[src/rtl/sdrd_pkg.sv]
// Shared types, constants and helper functions for the SD card SPI block read engine.
// Used by every module of the engine; depends on nothing else.

package sdrd_pkg;

   localparam int BLOCK_BYTES = 512;
   localparam int CRC_BYTES   = 2;
   localparam int FRAME_BYTES = 8;

   localparam logic [7:0] FILL_BYTE   = 8'hFF;
   localparam logic [7:0] DATA_TOKEN  = 8'hFE;
   localparam logic [7:0] CMD17_BYTE  = 8'h51;
   localparam logic [7:0] DUMMY_CRC   = 8'h01;

   typedef enum logic {
      OP_START    = 1'b0,
      OP_EXCHANGE = 1'b1
   } opcode_type;

   typedef enum logic [1:0] {
      ST_BUSY   = 2'd0,
      ST_OK     = 2'd1,
      ST_PARERR = 2'd2,
      ST_ERROR  = 2'd3
   } status_type;

   typedef enum logic [3:0] {
      PH_IDLE  = 4'd0,
      PH_FRAME = 4'd1,
      PH_RESP  = 4'd2,
      PH_TOKEN = 4'd3,
      PH_DATA  = 4'd4
   } phase_type;

   typedef enum logic [1:0] {
      REG_LAST_SECTOR = 2'd0,
      REG_RESP_LIMIT  = 2'd1,
      REG_TOKEN_LIMIT = 2'd2
   } reg_index_type;

   typedef struct packed {
      logic [31:0] last_sector_index;
      logic [15:0] response_poll_limit;
      logic [15:0] token_poll_limit;
   } config_type;

   typedef struct packed {
      phase_type   phase;
      logic [9:0]  frame_or_byte_count;
      logic [15:0] poll_count;
      logic [31:0] byte_address;
      logic [9:0]  saved_offset;
      logic [9:0]  saved_count;
      logic [9:0]  delivered_count;
   } engine_state_type;

   typedef struct packed {
      logic        tx_valid;
      logic [7:0]  tx_byte;
      logic        chip_select_active;
      logic        data_valid;
      logic [7:0]  data_byte;
      logic [9:0]  data_index;
      logic        done_res;
      status_type  status_code;
   } result_type;

   // Byte number idx of the CMD17 command frame, deselect byte first.
   function automatic logic [7:0] frame_byte(input logic [2:0] idx, input logic [31:0] addr);
      logic [7:0] b;
      case (idx)
         3'd0:    b = FILL_BYTE;
         3'd1:    b = FILL_BYTE;
         3'd2:    b = CMD17_BYTE;
         3'd3:    b = addr[31:24];
         3'd4:    b = addr[23:16];
         3'd5:    b = addr[15:8];
         3'd6:    b = addr[7:0];
         default: b = DUMMY_CRC;
      endcase
      return b;
   endfunction

endpackage

[src/rtl/sdrd_step.sv]
// Next-state and result logic of the block read engine for one item.
// Purely combinational; uses types and constants from sdrd_pkg.

module sdrd_step (
   input  sdrd_pkg::engine_state_type state,
   input  sdrd_pkg::config_type       cfg,
   input  logic                       opcode,
   input  logic [31:0]                sector_number,
   input  logic [9:0]                 window_offset,
   input  logic [9:0]                 window_count,
   input  logic [7:0]                 rx_byte,
   output sdrd_pkg::engine_state_type step_state,
   output sdrd_pkg::result_type       result
);

   logic [16:0] poll_inc;
   logic [10:0] window_end;
   logic [10:0] pos_ext;
   logic        in_window;
   logic        last_byte;

   assign poll_inc   = {1'b0, state.poll_count} + 17'd1;
   assign window_end = {1'b0, state.saved_offset} + {1'b0, state.saved_count};
   assign pos_ext    = {1'b0, state.frame_or_byte_count};
   assign in_window  = (pos_ext < 11'(sdrd_pkg::BLOCK_BYTES)) &&
                       (state.frame_or_byte_count >= state.saved_offset) &&
                       (pos_ext < window_end);
   // The transfer ends after the last CRC byte has been clocked in.
   assign last_byte  = (pos_ext >= 11'(sdrd_pkg::BLOCK_BYTES + sdrd_pkg::CRC_BYTES - 1));

   always_comb begin
      step_state = state;
      result     = '0;
      if (opcode == sdrd_pkg::OP_START) begin
         // A start that arrives during a transfer is dropped.
         if (state.phase == sdrd_pkg::PH_IDLE) begin
            if ((sector_number > cfg.last_sector_index) || (window_count == 10'd0)) begin
               result.done_res    = 1'b1;
               result.status_code = sdrd_pkg::ST_PARERR;
            end else begin
               step_state.byte_address        = {sector_number[22:0], 9'd0};
               step_state.saved_offset        = window_offset;
               step_state.saved_count         = window_count;
               step_state.delivered_count     = 10'd0;
               step_state.poll_count          = 16'd0;
               step_state.phase               = sdrd_pkg::PH_FRAME;
               step_state.frame_or_byte_count = 10'd1;
               result.tx_valid                = 1'b1;
               result.tx_byte                 = sdrd_pkg::FILL_BYTE;
               result.chip_select_active      = 1'b0;
            end
         end
      end else begin
         case (state.phase)
            sdrd_pkg::PH_IDLE: begin
            end
            sdrd_pkg::PH_FRAME: begin
               result.tx_valid           = 1'b1;
               result.chip_select_active = 1'b1;
               if (state.frame_or_byte_count < 10'(sdrd_pkg::FRAME_BYTES)) begin
                  result.tx_byte = sdrd_pkg::frame_byte(state.frame_or_byte_count[2:0],
                                                        state.byte_address);
                  result.chip_select_active = (state.frame_or_byte_count != 10'd0);
                  step_state.frame_or_byte_count = state.frame_or_byte_count + 10'd1;
               end else begin
                  result.tx_byte        = sdrd_pkg::FILL_BYTE;
                  step_state.phase      = sdrd_pkg::PH_RESP;
                  step_state.poll_count = 16'd0;
               end
            end
            sdrd_pkg::PH_RESP: begin
               if (!rx_byte[7]) begin
                  if (rx_byte == 8'd0) begin
                     step_state.phase          = sdrd_pkg::PH_TOKEN;
                     step_state.poll_count     = 16'd0;
                     result.tx_valid           = 1'b1;
                     result.tx_byte            = sdrd_pkg::FILL_BYTE;
                     result.chip_select_active = 1'b1;
                  end else begin
                     step_state.phase   = sdrd_pkg::PH_IDLE;
                     result.done_res    = 1'b1;
                     result.status_code = sdrd_pkg::ST_ERROR;
                  end
               end else begin
                  step_state.poll_count = poll_inc[15:0];
                  if (poll_inc >= {1'b0, cfg.response_poll_limit}) begin
                     step_state.phase   = sdrd_pkg::PH_IDLE;
                     result.done_res    = 1'b1;
                     result.status_code = sdrd_pkg::ST_ERROR;
                  end else begin
                     result.tx_valid           = 1'b1;
                     result.tx_byte            = sdrd_pkg::FILL_BYTE;
                     result.chip_select_active = 1'b1;
                  end
               end
            end
            sdrd_pkg::PH_TOKEN: begin
               if (rx_byte == sdrd_pkg::DATA_TOKEN) begin
                  step_state.phase               = sdrd_pkg::PH_DATA;
                  step_state.frame_or_byte_count = 10'd0;
                  step_state.delivered_count     = 10'd0;
                  result.tx_valid                = 1'b1;
                  result.tx_byte                 = sdrd_pkg::FILL_BYTE;
                  result.chip_select_active      = 1'b1;
               end else if (rx_byte != sdrd_pkg::FILL_BYTE) begin
                  step_state.phase   = sdrd_pkg::PH_IDLE;
                  result.done_res    = 1'b1;
                  result.status_code = sdrd_pkg::ST_ERROR;
               end else begin
                  step_state.poll_count = poll_inc[15:0];
                  if (poll_inc >= {1'b0, cfg.token_poll_limit}) begin
                     step_state.phase   = sdrd_pkg::PH_IDLE;
                     result.done_res    = 1'b1;
                     result.status_code = sdrd_pkg::ST_ERROR;
                  end else begin
                     result.tx_valid           = 1'b1;
                     result.tx_byte            = sdrd_pkg::FILL_BYTE;
                     result.chip_select_active = 1'b1;
                  end
               end
            end
            sdrd_pkg::PH_DATA: begin
               if (in_window) begin
                  result.data_valid          = 1'b1;
                  result.data_byte           = rx_byte;
                  result.data_index          = state.delivered_count;
                  step_state.delivered_count = state.delivered_count + 10'd1;
               end
               if (last_byte) begin
                  step_state.phase   = sdrd_pkg::PH_IDLE;
                  result.done_res    = 1'b1;
                  result.status_code = sdrd_pkg::ST_OK;
               end else begin
                  step_state.frame_or_byte_count = state.frame_or_byte_count + 10'd1;
                  result.tx_valid                = 1'b1;
                  result.tx_byte                 = sdrd_pkg::FILL_BYTE;
                  result.chip_select_active      = 1'b1;
               end
            end
            default: begin
               step_state.phase = sdrd_pkg::PH_IDLE;
            end
         endcase
      end
   end

endmodule

[src/rtl/sdrd_rsp_reg.sv]
// Result register of the block read engine with valid/stall handshake.
// Uses result_type from sdrd_pkg.

module sdrd_rsp_reg (
   input  logic                 clock,
   input  logic                 reset,
   input  logic                 load,
   input  sdrd_pkg::result_type load_data,
   input  logic                 rsp_stall,
   output logic                 rsp_valid,
   output sdrd_pkg::result_type rsp_data,
   output logic                 full_stalled
);

   logic                 valid_ff;
   logic                 valid_in;
   sdrd_pkg::result_type data_ff;

   // The register can take a new item when it is empty or its item leaves now.
   assign full_stalled = valid_ff && rsp_stall;
   assign valid_in     = load || (valid_ff && rsp_stall);

   always_ff @(posedge clock) begin
      if (reset) begin
         valid_ff <= 1'b0;
      end else begin
         valid_ff <= valid_in;
      end
   end

   always_ff @(posedge clock) begin
      if (load) begin
         data_ff <= load_data;
      end
   end

   assign rsp_valid = valid_ff;
   assign rsp_data  = data_ff;

endmodule

[src/rtl/sd_spi_block_read_engine.sv]
// Top level of the SD card SPI-mode single block read (CMD17) engine.
// Depends on sdrd_pkg, sdrd_step and sdrd_rsp_reg.
//
// Each item is either a start request or the report of one finished SPI byte
// exchange; each gives exactly one result that names the next byte to shift
// out, an optional delivered window byte, and the end status. An item is
// handled in the cycle it is accepted and its result sits in the output
// register from the next cycle on, so one item per clock is taken as long as
// the result side does not stall; req_stall only follows a stalled, full
// output register. Configuration registers are written through the csr_ port
// by the user, only while the engine is idle; the block does not enforce this.

module sd_spi_block_read_engine (
   input  logic        clock,
   input  logic        reset,
   input  logic        csr_write_enable,
   input  logic [1:0]  csr_index,
   input  logic [31:0] csr_write_data,
   input  logic        req_valid,
   output logic        req_stall,
   input  logic        req_opcode,
   input  logic [31:0] req_sector_number,
   input  logic [9:0]  req_window_offset,
   input  logic [9:0]  req_window_count,
   input  logic [7:0]  req_rx_byte,
   output logic        rsp_valid,
   input  logic        rsp_stall,
   output logic        rsp_tx_valid,
   output logic [7:0]  rsp_tx_byte,
   output logic        rsp_chip_select_active,
   output logic        rsp_data_valid,
   output logic [7:0]  rsp_data_byte,
   output logic [9:0]  rsp_data_index,
   output logic        rsp_done_res,
   output logic [1:0]  rsp_status_code
);

   sdrd_pkg::config_type       cfg_ff;
   sdrd_pkg::engine_state_type state_ff;
   sdrd_pkg::engine_state_type state_in;
   sdrd_pkg::result_type       step_result;
   sdrd_pkg::result_type       rsp_data;
   logic                       accept;
   logic                       full_stalled;

   assign req_stall = full_stalled;
   assign accept    = req_valid && !full_stalled;

   always_ff @(posedge clock) begin
      if (reset) begin
         cfg_ff.last_sector_index   <= 32'd0;
         cfg_ff.response_poll_limit <= 16'd16;
         cfg_ff.token_poll_limit    <= 16'd4096;
      end else if (csr_write_enable) begin
         case (csr_index)
            sdrd_pkg::REG_LAST_SECTOR: cfg_ff.last_sector_index   <= csr_write_data;
            sdrd_pkg::REG_RESP_LIMIT:  cfg_ff.response_poll_limit <= csr_write_data[15:0];
            sdrd_pkg::REG_TOKEN_LIMIT: cfg_ff.token_poll_limit    <= csr_write_data[15:0];
            default: begin
            end
         endcase
      end
   end

   always_ff @(posedge clock) begin
      if (reset) begin
         state_ff <= '{phase: sdrd_pkg::PH_IDLE, default: '0};
      end else if (accept) begin
         state_ff <= state_in;
      end
   end

   sdrd_step u_step (
      .state         (state_ff),
      .cfg           (cfg_ff),
      .opcode        (req_opcode),
      .sector_number (req_sector_number),
      .window_offset (req_window_offset),
      .window_count  (req_window_count),
      .rx_byte       (req_rx_byte),
      .step_state    (state_in),
      .result        (step_result)
   );

   sdrd_rsp_reg u_rsp_reg (
      .clock        (clock),
      .reset        (reset),
      .load         (accept),
      .load_data    (step_result),
      .rsp_stall    (rsp_stall),
      .rsp_valid    (rsp_valid),
      .rsp_data     (rsp_data),
      .full_stalled (full_stalled)
   );

   assign rsp_tx_valid           = rsp_data.tx_valid;
   assign rsp_tx_byte            = rsp_data.tx_byte;
   assign rsp_chip_select_active = rsp_data.chip_select_active;
   assign rsp_data_valid         = rsp_data.data_valid;
   assign rsp_data_byte          = rsp_data.data_byte;
   assign rsp_data_index         = rsp_data.data_index;
   assign rsp_done_res           = rsp_data.done_res;
   assign rsp_status_code        = rsp_data.status_code;

endmodule

[config.mk]
export PLATFORM = sky130hd
export DESIGN_NAME = sd_spi_block_read_engine
export DESIGN_NICKNAME = d
export VERILOG_FILES = /design/src/rtl/sdrd_pkg.sv /design/src/rtl/sdrd_step.sv /design/src/rtl/sdrd_rsp_reg.sv /design/src/rtl/sd_spi_block_read_engine.sv
export SDC_FILE = /design/constraint.sdc
export NUM_CORES = 1
export LEC_CHECK = 0
export BUFFER_PORTS_ARGS = -buffer_cell sky130_fd_sc_hd__buf_2
export CAP_MARGIN = 5
export CORE_UTILIZATION = 25
export DETAILED_ROUTE_END_ITERATION = 8
export PLACE_DENSITY = 0.5
export SYNTH_ARGS = -nofsm -noshare
export SYNTH_HDL_FRONTEND = slang
export SYNTH_SLANG_ARGS = --single-unit
[constraint.sdc]
create_clock -name clock -period 5 [get_ports clock]
set_input_delay 1 -clock clock [delete_from_list [all_inputs] [get_ports clock]]
set_output_delay 1 -clock clock [all_outputs]
set_load 0.005 [all_outputs]
=== Word level (Yosys, flattened, before mapping) ===
Cells that the tools add are included.

* Flip-flop bits (word level): 180
* Output and inout bits: 34
* Logic and storage cells: 139

* Add/sub/neg operators: 4
* $lt $le $gt $ge: 8
* Equal/unequal tests: 30
* Mux-type cells: 51
* Bitwise gates (word level): 2
* Reductions and logical operators: 25

{| class="wikitable"
|+ Operators by type and width
! kind !! count
|-
| $mux W92 || 2
|-
| $mux W10 || 15
|-
| $mux W16 || 5
|-
| $pmux W16 S3 || 1
|-
| $pmux W8 S6 || 1
|-
| $pmux W10 S4 || 1
|-
| $ge A17 B16 Y1 || 2
|-
| $gt A32 B32 Y1 || 1
|-
| $mux W3 || 10
|-
| $mux W30 || 1
|-
| $pmux W10 S3 || 1
|-
| $mux W4 || 7
|-
| $add A10 B1 Y10 const B || 2
|-
| $pmux W10 S2 || 1
|-
| $pmux W4 S5 || 1
|-
| $mux W19 || 1
|-
| $add A16 B1 Y17 const B || 1
|-
| $reduce_and A8 Y1 || 2
|-
| $ne A3 B2 Y1 const B || 4
|-
| $ne A3 B3 Y1 const B || 4
|-
| $add A10 B10 Y11 || 1
|-
| $lt A10 B11 Y1 || 1
|-
| $ge A10 B10 Y1 || 1
|-
| $ge A10 B10 Y1 const B || 1
|-
| other kinds (38) || 53
|}

=== Longest topological paths before layout ===
Gate-level depths: netlist of run 1.

* Depth after elaboration: 7
* Mapped depth: 19
* Depth with buffers taken out: 17

=== Hierarchy ===
From an unflattened synthesis of run 1, not the netlist that was laid out.

* Cell total of the unflattened synthesis: 1514
* Area, all modules: 11891.4 um^2

{| class="wikitable"
|+ By module, submodules not included
! module !! instances !! cells each !! area an instance (um^2) !! seq. area each (um^2)
|-
| sdrd_step || 1 || 795 || 5526.6 || 0.0
|-
| sd_spi_block_read_engine || 1 || 683 || 5367.6 || 3123.0
|-
| sdrd_rsp_reg || 1 || 36 || 997.2 || 980.9
|}

=== Worst setup path before layout of run 1 ===
Ideal clock, no wire load.

* Kind: flip-flop to flip-flop
* From: register state_ff[21] (netlist name)
* To: register state_ff[8] (netlist name)
* Arrival time: 3.520 ns
* Setup slack: 1.406 ns
* Stages on the path, launching flop included: 20
* Path buffers: 2
* Period minus slack after synthesis: 3.594 ns
* Cells stage by stage: dfxtp_1 > ha_1 > a21o_1 > a21oi_1 > o21bai_1 > a21oi_1 > o21ai_0 > a21o_1 > a21oi_1 > xor2_1 > ha_1 > nor2b_1 > o21ai_0 > o21ai_0 > a21oi_1 > and3_1 > clkbuf_1 > clkbuf_1 > nand4_1 > a31oi_1

* Word-level cells in the longest chain between the ends: 5
* Elaborated cells on any way between the ends: 7
* Those cells by class: add/sub: 1; order compare: 2; eq/ne: 1; reduce/logical: 3

{| class="wikitable"
|+ RTL lines
! item !! line !! RTL
|-
| start, declared || sd_spi_block_read_engine.sv:39 || <nowiki>sdrd_pkg::engine_state_type state_ff;</nowiki>
|-
| start signal, assigned || sd_spi_block_read_engine.sv:69 || <nowiki>state_ff <= state_in;</nowiki>
|-
| $add A10 B10 Y11 / $ge A10 B10 Y1 (equally long branches) || sdrd_step.sv:23, sdrd_step.sv:26 ||
|-
| $lt A10 B11 Y1 / $logic_and A1 B1 Y1 (equally long branches) || sdrd_step.sv:27, sdrd_step.sv:25 ||
|-
| $logic_and A1 B1 Y1 (*) || sdrd_step.sv:26 || <nowiki>(state.frame_or_byte_count >= state.saved_offset) &&</nowiki>
|-
| $ne A3 B2 Y1 (no line) (*) || -- ||
|-
| $reduce_and A6 Y1 (no line) (*) || -- ||
|}

Every way passes the cells marked *; elsewhere a longest branch is shown, timed or not.
A chain may end at the register's enable or synchronous reset.

==> out/metrics.cfg, run 1 <==
[placed_design]
globalplace.congestion=0.828
io_buffer_count=133
dp.cells=1823
hpwl_um=21700
post-place-ws_ns=0.807

[critical_path]
end_kind=register
critPathTopFamily=simple AND/OR/NAND/NOR gates
crit_path_start_kind=register
slowest_stage=dfxtp_1
critPathMostFrequentCell=nand3_1
path_cells=nand3_1 > nor2_2 > and3_1 > and3_1 > and2_1 > nand4_1 > xor2_1 > inv_1 > ha_1 > nand3_1 > nor3_1 > nand3_1 > nand4b_1 > o21ai_0 > a22oi_1 > o31a_1 > o21ai_0
slowest_delay_ns=0.45
cp.buffers_inverters=1
cp.arrival_ns=4.37
worstSetupPathType=register to register
worstPathMaxFanout=8
worstPathRequired_ns=5.20
rrSetupSlack_ns=0.83

[finish]
areaGrowthSynthToFinish_pct=17.9
drive_gt1_share_pct=14.7
multi_input_area_sq_um=5720
layoutNonFillerInstCount=1855
n_antenna_cell=0
final_nets=1519
nFillCells=4310
seq_area_sq_um=3900

[cts]
cts.repair.resized=0
cts_tree=yes
cts_made_buffers=17
cts_hold_buffers=0
clkTransAtPathRegs_ns=0.08
cts-root-buf=clkbuf_16
htree_levels=4
post-cts-setup-buffers=0
clk_latency_ns=0.46
clockBufferDepth=2
cts.sinks=179

[sta]
fin_skew_ns=0.0148
min_period_ns=4.17
maxSlewViolCount=0
finalHoldViolations=0
fmax_ghz=0.240
fin_setup_tns_ns=0
relSlewSlack_pct=43.2
timing.final.ws_setup_ns=0.829
min_period_over_period_pct=83.4
rsz0062_at_grt=no
setup_viol=0
tightest_slew_ns=0.852

[outcome]
run_status=complete, no violations

[floorplan]
dieArea_sq_um=41400
core.rowCount=73
die_h_um=204
die_x_um=204
initial_core_util_pct=25.5
core_area_sq_um=39900
num_io_pins=134

[worst_hold_path]
hold_path_class=register to register

[global_routing]
grt_max_degree=76
grt_usage_pct=14.2
antenna_found_initial=0
grt_pass1_wl_um=45700
grt_overflow_total=0
first_global_vias=8269

[synthesis]
synth_edf_count=32
ys_seq_elements=179
syn_inst=1212
yosysWarnings=0
avgSynthCellArea_sq_um=8.38
yosys.cell_types.count=75
synth_nets=1414
yosys_most_used_dff=dfxtp_1
ys_async_sr_fraction_pct=0
synth_area_sq_um=10200
ys_seq_area_share_pct=38.4

[detailed_routing]
first_pass_iters=5
wl_per_cell_um=15.5
vias=8774
drc=0
drtIter0Drc=561
postRouteAntennaNets=0
via_per_inst=4.73
wl_um=28700

[pwr]
vdd_drop_max_v=0.000216
pwr_density_cell_nw_per_um2=280
p_leak_nw=5.03

[flow_run]
drv_cap=0

==> cells by family (layout without fill, tap and decap cells) <==
family	Yosys count	count (layout)	synth area share (%)
compound gates	257	257	15.4
xor+xnor	21	21	1.81
flops	179	179	38.4
mux	46	46	4.56
fa+ha+maj	102	102	12.6
buf+inv	141	259	5.39
simple gates	466	466	21.8
==> final cells by class <==
| cell class | count | area share [%] |
|---|---|---|
| clock buffer | 18 | 3.67 |
| sequential | 179 | 32.6 |
| timing repair buffer | 142 | 6.25 |
| multi-input combinational | 892 | 47.8 |
| inverter | 85 | 2.66 |
| tap | 525 | 5.49 |
| clock inverter | 14 | 1.54 |
==> worst min-delay path, delay by kind of cell (launching register included) <==
kind               cells  cell delay [ns]
and+or+nand+nor        1             0.05
DFF                    1             0.31
AOI/OAI and AO/OA      1             0.05
==> final timing paths <==
path	startpoint	endpoint	depth (start not counted)
max	state_ff[62]	u_rsp_reg.rsp_data[25]	17
min	cfg_ff[58]	cfg_ff[58]	2
max reg2reg	state_ff[62]	u_rsp_reg.rsp_data[25]	17
min reg2reg	cfg_ff[58]	cfg_ff[58]	2
==> state kept, by name (all words and copies together), names as in the netlist <==
signal	flops
u_rsp_reg.rsp_valid	1
u_rsp_reg.rsp_data	32
cfg_ff	64
state_ff	82
==> through the flow <==
stage	hold slack, ns	total power [mW]	instance area [sq um]	util [%]
final	0.457	3.35	12000	30.0
after global placement	0.443	1.93	11300	28.4
after global routing	0.470	3.50	12000	30.0
after CTS	0.459	3.40	12000	30.0
after detailed placement	0.448	1.93	11300	28.4
after floorplan	0.436	1.78	10200	-
==> cell usage after synthesis, types with 11 or more instances <==
cell	n	share of area [%]
and2_1	23	1.4
nor2b_1	13	0.80
ha_1	101	12
inv_1	84	3.1
and3_1	12	0.74
xnor2_1	11	0.95
clkbuf_1	43	1.6
mux2i_1	44	4.3
o21ai_0	45	2.2
a21o_1	15	1.1
nor2_1	107	4.0
nand3_1	39	1.9
edfxtp_1	32	9.5
nand2_1	181	6.7
nor3_1	13	0.64
nand4_1	24	1.5
a21oi_1	127	6.3
dfxtp_1	147	29
==> power breakdown <==
part           internal [mW]  switching [mW]
clock                  0.777           0.676
sequential              1.51          0.0252
combinational          0.140           0.218
total                   2.43           0.919
==> routing by layer <==
| metal | vias up | part of all wire [%] | routed length (um) | GRT usage (%) |
|---|---|---|---|---|
| met1 | 4132 | 50 | 14300 | 19.5 |
| met5 | - | 0 | 0 | 0 |
| met3 | 15 | 3.6 | 1050 | 2.76 |
| met4 | 0 | 0.88 | 252 | 3.76 |
| li1 | 4464 | - | - | - |
| met2 | 163 | 46 | 13200 | 22.5 |
==> cell usage in the layout, fill, tap and decap left out, drive strengths merged, types with 15 or more instances in the layout <==
cell type	instances
nand4	24
ha	101
nor2	108
o21ai	47
dfxtp	147
mux2i	44
inv	93
nand2	181
a21o	15
clkbuf	18
nand3	40
edfxtp	32
buf	142
a21oi	127
and2	24
(Power assumes the default switching activity.)
==> run 2: changes to the inputs <==
Settings changed: ABC_AREA set to 1.
Clock period 5 ns to 4.02 ns, I/O delays scaled along.
==> out/metrics.cfg, run 2 <==
[finish]
largest_reg_flops=82  ; unchanged
drive_gt1_share_pct=13.9  ; -0.80 points
mostFrequentLayoutCell=inv_1
final_nets=1718  ; +13%
areaGrowthSynthToFinish_pct=17.6
top_register=state_ff
layout_common_cells=219 x inv_1, 218 x nand2_1, 171 x a21oi_1

[floorplan]
die_h_um=206  ; +1.1%
num_io_pins=134  ; unchanged
core_area_sq_um=40900  ; +2.5%
initial_core_util_pct=25.4  ; -0.050 points
die_x_um=206  ; +1.1%
dieArea_sq_um=42400  ; +2.3%
core.rowCount=74  ; +1.4%

[global_routing]
grt_max_degree=104  ; +37%
antenna_found_initial=2  ; +2
first_global_vias=8892  ; +7.5%
grt_overflow_total=0  ; unchanged
grt_pass1_wl_um=46300  ; +1.3%
grt_usage_pct=14.1  ; -0.11 points

[placed_design]
hpwl_um=22200  ; +2.6%
globalplace.congestion=0.849  ; +2.5%
io_buffer_count=133  ; unchanged

[critical_path]
r2r_start=state_ff[62]
critPathMostFrequentCell=nand2_1
r2r_cells=25  ; +8
end_kind=register
crit_path_start_kind=register
worstPathMaxFanout=5  ; -3
rrSetupSlack_ns=0.49  ; -0.34 ns
reg2reg_to=u_rsp_reg.rsp_data[26]
cp.arrival_ns=3.72  ; -0.65 ns
slowest_delay_ns=0.37  ; -0.08 ns
worstSetupPathType=register to register
slowest_stage=dfxtp_2
worstPathRequired_ns=4.21  ; -0.99 ns

[sta]
min_period_over_period_pct=87.9  ; +4.5 points
min_period_ns=3.53  ; -0.637 ns
fin_setup_tns_ns=0  ; unchanged
fmax_ghz=0.283  ; +18%
tightest_slew_ns=1.03  ; +0.183 ns
rsz0062_at_grt=no
finalHoldViolations=0  ; unchanged
relSlewSlack_pct=30.8  ; -12 points
setup_viol=0  ; unchanged
fin_skew_ns=0.0134  ; -0.00141 ns
hold_ws_ns=0.454  ; -0.00310 ns
maxSlewViolCount=0  ; unchanged

[synthesis]
synth_area_leaders=dfxtp_1 28%, ha_1 12%, edfxtp_1 9.2%, a21oi_1 8.2%, inv_1 7.9%
synth_nets=1606  ; +14%
yosys.cell_types.count=50  ; -33%
ys_seq_area_share_pct=37.6  ; -0.87 points
yosys_most_used_dff=dfxtp_1
avgSynthCellArea_sq_um=7.40  ; -12%
ys_async_sr_fraction_pct=0  ; unchanged
synth_top_area_cell=dfxtp_1
yosys.cell_count.top_type=inv_1
synth_area_sq_um=10400  ; +2.3%
syn_inst=1404  ; +16%
synth_edf_count=32  ; unchanged
ys_seq_elements=179  ; unchanged
yosysWarnings=0  ; unchanged
synth_top_area_share_pct=28.3  ; -0.66 points
synth_common_cells=220 x inv_1, 218 x nand2_1, 171 x a21oi_1

[pwr]
sw_frac_of_total_pct=32.5  ; +5.1 points
power.internal_mw=3.25  ; +34%
pwr_density_cell_nw_per_um2=394  ; +41%
p_switching_mw=1.57  ; +70%
vdd_drop_max_v=0.000252  ; +17%
seqPwrFrac_pct=42.1  ; -3.8 points
p_comb_share_pct=21.4  ; +11 points
power.share.clock_pct=36.4  ; -7.0 points
p_leak_nw=5.41  ; +7.5%
p_total_mw=4.81  ; +44%

[cts]
cts_tree=yes
clockBufferDepth=2  ; unchanged
clk_latency_ns=0.45  ; about the same
cts_made_buffers=17  ; unchanged
clkTransAtPathRegs_ns=0.07  ; about the same
htree_levels=4  ; unchanged
cts.sinks=179  ; unchanged
cts-root-buf=clkbuf_16
post-cts-setup-buffers=0  ; unchanged

[detailed_routing]
wl_um=28700  ; about the same
first_pass_iters=5  ; unchanged
vias=9199  ; +4.8%
via_per_inst=4.46  ; -5.7%
drc=0  ; unchanged
postRouteAntennaNets=0  ; unchanged
wl_per_cell_um=13.9  ; -10%
drtIter0Drc=435  ; -22%

[outcome]
run_status=complete, no violations

[worst_hold_path]
hold_start=state_ff[50]
whs_path_depth=2  ; unchanged
hold_path_class=register to register
hold_path_end=state_ff[50]

[flow_run]
drv_cap=0  ; unchanged

## run 2: cell count changes in the layout (fill, tap and decap cells not counted), moves of 10 or more
cell and change:
a21o_1 -13, a21oi_1 +44, and2_1 -22, and3_1 -11, inv_1 +135, mux2i_1 -44
nand2_1 +38, nand4_1 -10, nor2_1 +36, nor2b_1 -12, o21ai_0 +103
## run 2: cell families after synthesis
family                   synth area share (%)
adder cells (fa/ha/maj)                  12.3
buffers and inverters                    10.4
flip-flops                               37.6
AND/OR/NAND/NOR                          19.9
AO/OA/AOI/OAI                            18.2
XOR/XNOR                                 1.60
## run 2: metrics by stage
| step | worst slack (ns) | std cells | area (sq um) | utilization [%] |
|---|---|---|---|---|
| 4_1_cts | 0.416 | 2060 | 12200 | 29.8 |
| 3_5_place_dp | 0.438 | 2028 | 11600 | 28.3 |
| 5_1_grt | 0.0426 | 2062 | 12200 | 29.9 |
| 2_1_floorplan | 0.461 | 1404 | 10400 | - |
| 6_report | 0.486 | 2062 | 12200 | 29.9 |
| 3_3_place_gp | 0.531 | 2028 | 11600 | 28.3 |
## run 2: area by class of cell
cell class	count	area [sq um]
inverter	228	857
sequential	179	3910
tap	532	666
timing repair buffer	140	731
antenna	1	2.50
clock inverter	14	169
clock buffer	18	450
multi-input combinational	950	5440
fill	4492	28700
## run 2: worst max-delay path: cells and delay by family, from the launching register on
family                   cells  cell delay, ns
flip-flops                   1            0.37
AO/OA/AOI/OAI                2            0.34
AND/OR/NAND/NOR             18            1.72
XOR/XNOR                     1            0.20
buffers and inverters        2            0.15
adder cells (fa/ha/maj)      2            0.50
## run 2: metal layers
layer  routed length, um  GRT usage [%]  part of all wire (%)  vias to the layer above
met3                1060           2.25                   3.7                       24
met1               14100           18.8                    49                     4171
met4                 508           5.04                   1.8                        0
li1                    -              -                     -                     4838
met5                   0              0                     0                        -
met2               13100           22.8                    45                      166
## run 2: timing repair
action / CTS / global route
endpoints found under the hold margin: 0 / 0
endpoints found under the setup margin: 0 / 9
hold buffers: 0 / 0
gates resized for setup: 0 / 3
## run 2: worst max path at each step
stage                             from                      to  cells past startpoint
after floorplan              rsp_stall            state_ff[79]                     10
after global placement    state_ff[62]  u_rsp_reg.rsp_data[26]                     25
after detailed placement  state_ff[62]  u_rsp_reg.rsp_data[23]                     25
after CTS                 state_ff[62]  u_rsp_reg.rsp_data[23]                     25
after global routing      state_ff[62]  u_rsp_reg.rsp_data[26]                     25
final                     state_ff[62]  u_rsp_reg.rsp_data[26]                     25
## run 2: power by group through the flow
stage                     sequential [mW]  combinational (mW)  clock (mW)
after floorplan                      2.05               0.728           0
after global placement               2.07                1.02           0
after detailed placement             2.07                1.04           0
after CTS                            2.03                1.04        1.82
after global routing                 2.04                1.20        1.88
final                                2.03                1.03        1.75
==> run 3: changes to the inputs <==
Settings changed: PLACE_DENSITY 0.5 to 0.38.
==> out/metrics.cfg, run 3 (same netlist as run 2, synthesis figures left out) <==
[outcome]
run_status=complete, no violations

[sta]
min_period_ns=3.60  ; +0.0617 ns
finalHoldViolations=0  ; unchanged
min_period_over_period_pct=89.4  ; +1.5 points
setup_viol=0  ; unchanged
fmax_ghz=0.278  ; -1.7%
fin_skew_ns=0.0122  ; -0.00121 ns
rsz0062_at_grt=no
fin_setup_tns_ns=0  ; unchanged
tightest_slew_ns=0.889  ; -0.146 ns
relSlewSlack_pct=40.4  ; +9.6 points
maxSlewViolCount=0  ; unchanged
hold_ws_ns=0.455  ; +0.000954 ns

[pwr]
p_total_mw=4.70  ; -2.3%
vdd_drop_max_v=0.000213  ; -16%
sw_frac_of_total_pct=32.5  ; about the same
p_switching_mw=1.53  ; -2.4%
power.share.clock_pct=34.9  ; -1.5 points
p_leak_nw=5.38  ; -0.50%
power.internal_mw=3.17  ; -2.3%
p_comb_share_pct=22.0  ; +0.6 points
pwr_density_cell_nw_per_um2=387  ; -1.8%
seqPwrFrac_pct=43.1  ; +1.0 points

[detailed_routing]
wl_um=30200  ; +5.3%
drc=0  ; unchanged
vias=8995  ; -2.2%
first_pass_iters=4  ; -1
via_per_inst=4.36  ; -2.2%
wl_per_cell_um=14.7  ; +5.3%
postRouteAntennaNets=0  ; unchanged
drtIter0Drc=458  ; +5.3%

[cts]
clkTransAtPathRegs_ns=0.07  ; about the same
cts_tree=yes
clockBufferDepth=2  ; unchanged
clk_latency_ns=0.46  ; about the same
cts.sinks=179  ; unchanged
cts_hold_buffers=0  ; unchanged
post-cts-setup-buffers=0  ; unchanged
cts_made_buffers=17  ; unchanged
htree_levels=4  ; unchanged
cts-root-buf=clkbuf_16

[finish]
fin_util_pct=29.7  ; -0.17 points
mostFrequentLayoutCell=inv_1
seq_area_sq_um=3910  ; unchanged
layout_common_cells=219 x inv_1, 218 x nand2_1, 171 x a21oi_1
drive_gt1_share_pct=13.8  ; -0.074 points
top_register=state_ff
final_nets=1719  ; +0.058%
multi_input_area_sq_um=5430  ; -0.14%
nFillCells=4539  ; +1.0%
areaGrowthSynthToFinish_pct=16.9
n_antenna_cell=0  ; -1
largest_reg_flops=82  ; unchanged

[critical_path]
worstPathRequired_ns=4.22  ; about the same
worstPathMaxFanout=5  ; unchanged
end_kind=register
cp.arrival_ns=3.80  ; +0.08 ns
crit_path_start_kind=register
worstSetupPathType=register to register

[floorplan]
core_area_sq_um=40900  ; unchanged
die_h_um=206  ; unchanged
num_io_pins=134  ; unchanged
initial_core_util_pct=25.4  ; unchanged
core.rowCount=74  ; unchanged
dieArea_sq_um=42400  ; unchanged
die_x_um=206  ; unchanged

[placed_design]
io_buffer_count=133  ; unchanged
globalplace.congestion=0.787  ; -7.2%
hpwl_um=22900  ; +2.9%

[flow_run]
drv_cap=0  ; unchanged

[global_routing]
grt_overflow_total=0  ; unchanged
grt_pass1_wl_um=48400  ; +4.5%
grt_max_degree=89  ; -14%
first_global_vias=8696  ; -2.2%
grt_usage_pct=14.9  ; +0.84 points
antenna_found_initial=0  ; -2

[worst_hold_path]
hold_path_class=register to register

==> run 3: cell count changes in the layout (fill, tap and decap cells not counted) <==
| cell | previous run | this run |
|---|---|---|
| clkinv_4 | 1 | 5 |
| a21boi_4 | 3 | 2 |
| bufinv_16 | 1 | 0 |
| clkbuf_16 | 18 | 17 |
| clkinvlp_4 | 2 | 0 |
| clkinv_2 | 3 | 4 |
| buf_4 | 6 | 7 |
| clkbuf_8 | 0 | 3 |
| inv_8 | 2 | 0 |
| a21boi_2 | 0 | 1 |
| clkbuf_1 | 0 | 2 |
| clkinv_8 | 4 | 0 |
| diode_2 | 1 | 0 |
==> run 3: layout make-up <==
| type | instances | share of cell area [%] |
|---|---|---|
| sequential | 179 | 32.1 |
| multi-input combinational | 950 | 44.7 |
| clock buffer | 22 | 3.90 |
| inverter | 228 | 7.05 |
| tap | 532 | 5.48 |
| timing repair buffer | 141 | 6.08 |
| clock inverter | 10 | 0.628 |
==> run 3: routing by layer <==
metal	track usage [%]	wire [um]	vias to the layer above
met5	0	0	-
met4	3.62	307	0
met3	2.95	930	21
met2	23.6	13500	120
met1	20.6	15500	4010
li1	-	-	4844
==> run 3: path summary, 6_finish.rpt <==
check | end | cells after the start | from | slack, ns
hold reg to reg | state_ff[10] | 2 | state_ff[10] | 0.45
setup reg to reg | u_rsp_reg.rsp_data[24] | 25 | state_ff[62] | 0.42
hold / removal | state_ff[10] | 2 | state_ff[10] | 0.45
setup / recovery | u_rsp_reg.rsp_data[24] | 25 | state_ff[62] | 0.42
==> run 3: critical path: stages, from the launching register on <==
cell and delay [ns]:
dfxtp_2 0.38, ha_1 0.19, nand2_1 0.07, nor2_1 0.09, nand2_1 0.10, nor2_4 0.14, nand4_2 0.15, nor2_2 0.16
xor2_1 0.20, inv_1 0.09, ha_1 0.30, nand2_1 0.07, inv_1 0.05, nand3_1 0.07, nor2_1 0.14, a21oi_1 0.09
nand2_1 0.10, nand2_1 0.05, nand2_1 0.05, nand2_1 0.07, nand2_1 0.10, nand2_1 0.14, a21boi_2 0.31, nand3_1 0.11
nand2_1 0.08, nand2_1 0.04
==> run 3: repair_timing <==
action                                 in CTS  in global routing
gates resized for setup                     0                  2
setup endpoints to repair                   0                  9
endpoints found under the hold margin       0                  0
==> run 3: stage by stage <==
| stage | cell area [sq um] | instances | worst slack (ns) |
|---|---|---|---|
| after floorplan | 10400 | 1404 | 0.461 |
| after global placement | 11600 | 2029 | 0.503 |
| after detailed placement | 11600 | 2029 | 0.370 |
| after CTS | 12100 | 2061 | 0.332 |
| after global routing | 12100 | 2062 | 0.0656 |
| final | 12100 | 2062 | 0.424 |
==> run 3: power by group through the flow <==
stage / logic (mW) / clock network, mW / registers (mW)
floorplan: 0.728 / 0 / 2.05
global placement: 1.04 / 0 / 2.07
detailed placement: 1.05 / 0 / 2.07
CTS: 1.06 / 1.71 / 2.03
global route: 1.22 / 1.78 / 2.04
finish: 1.03 / 1.64 / 2.03
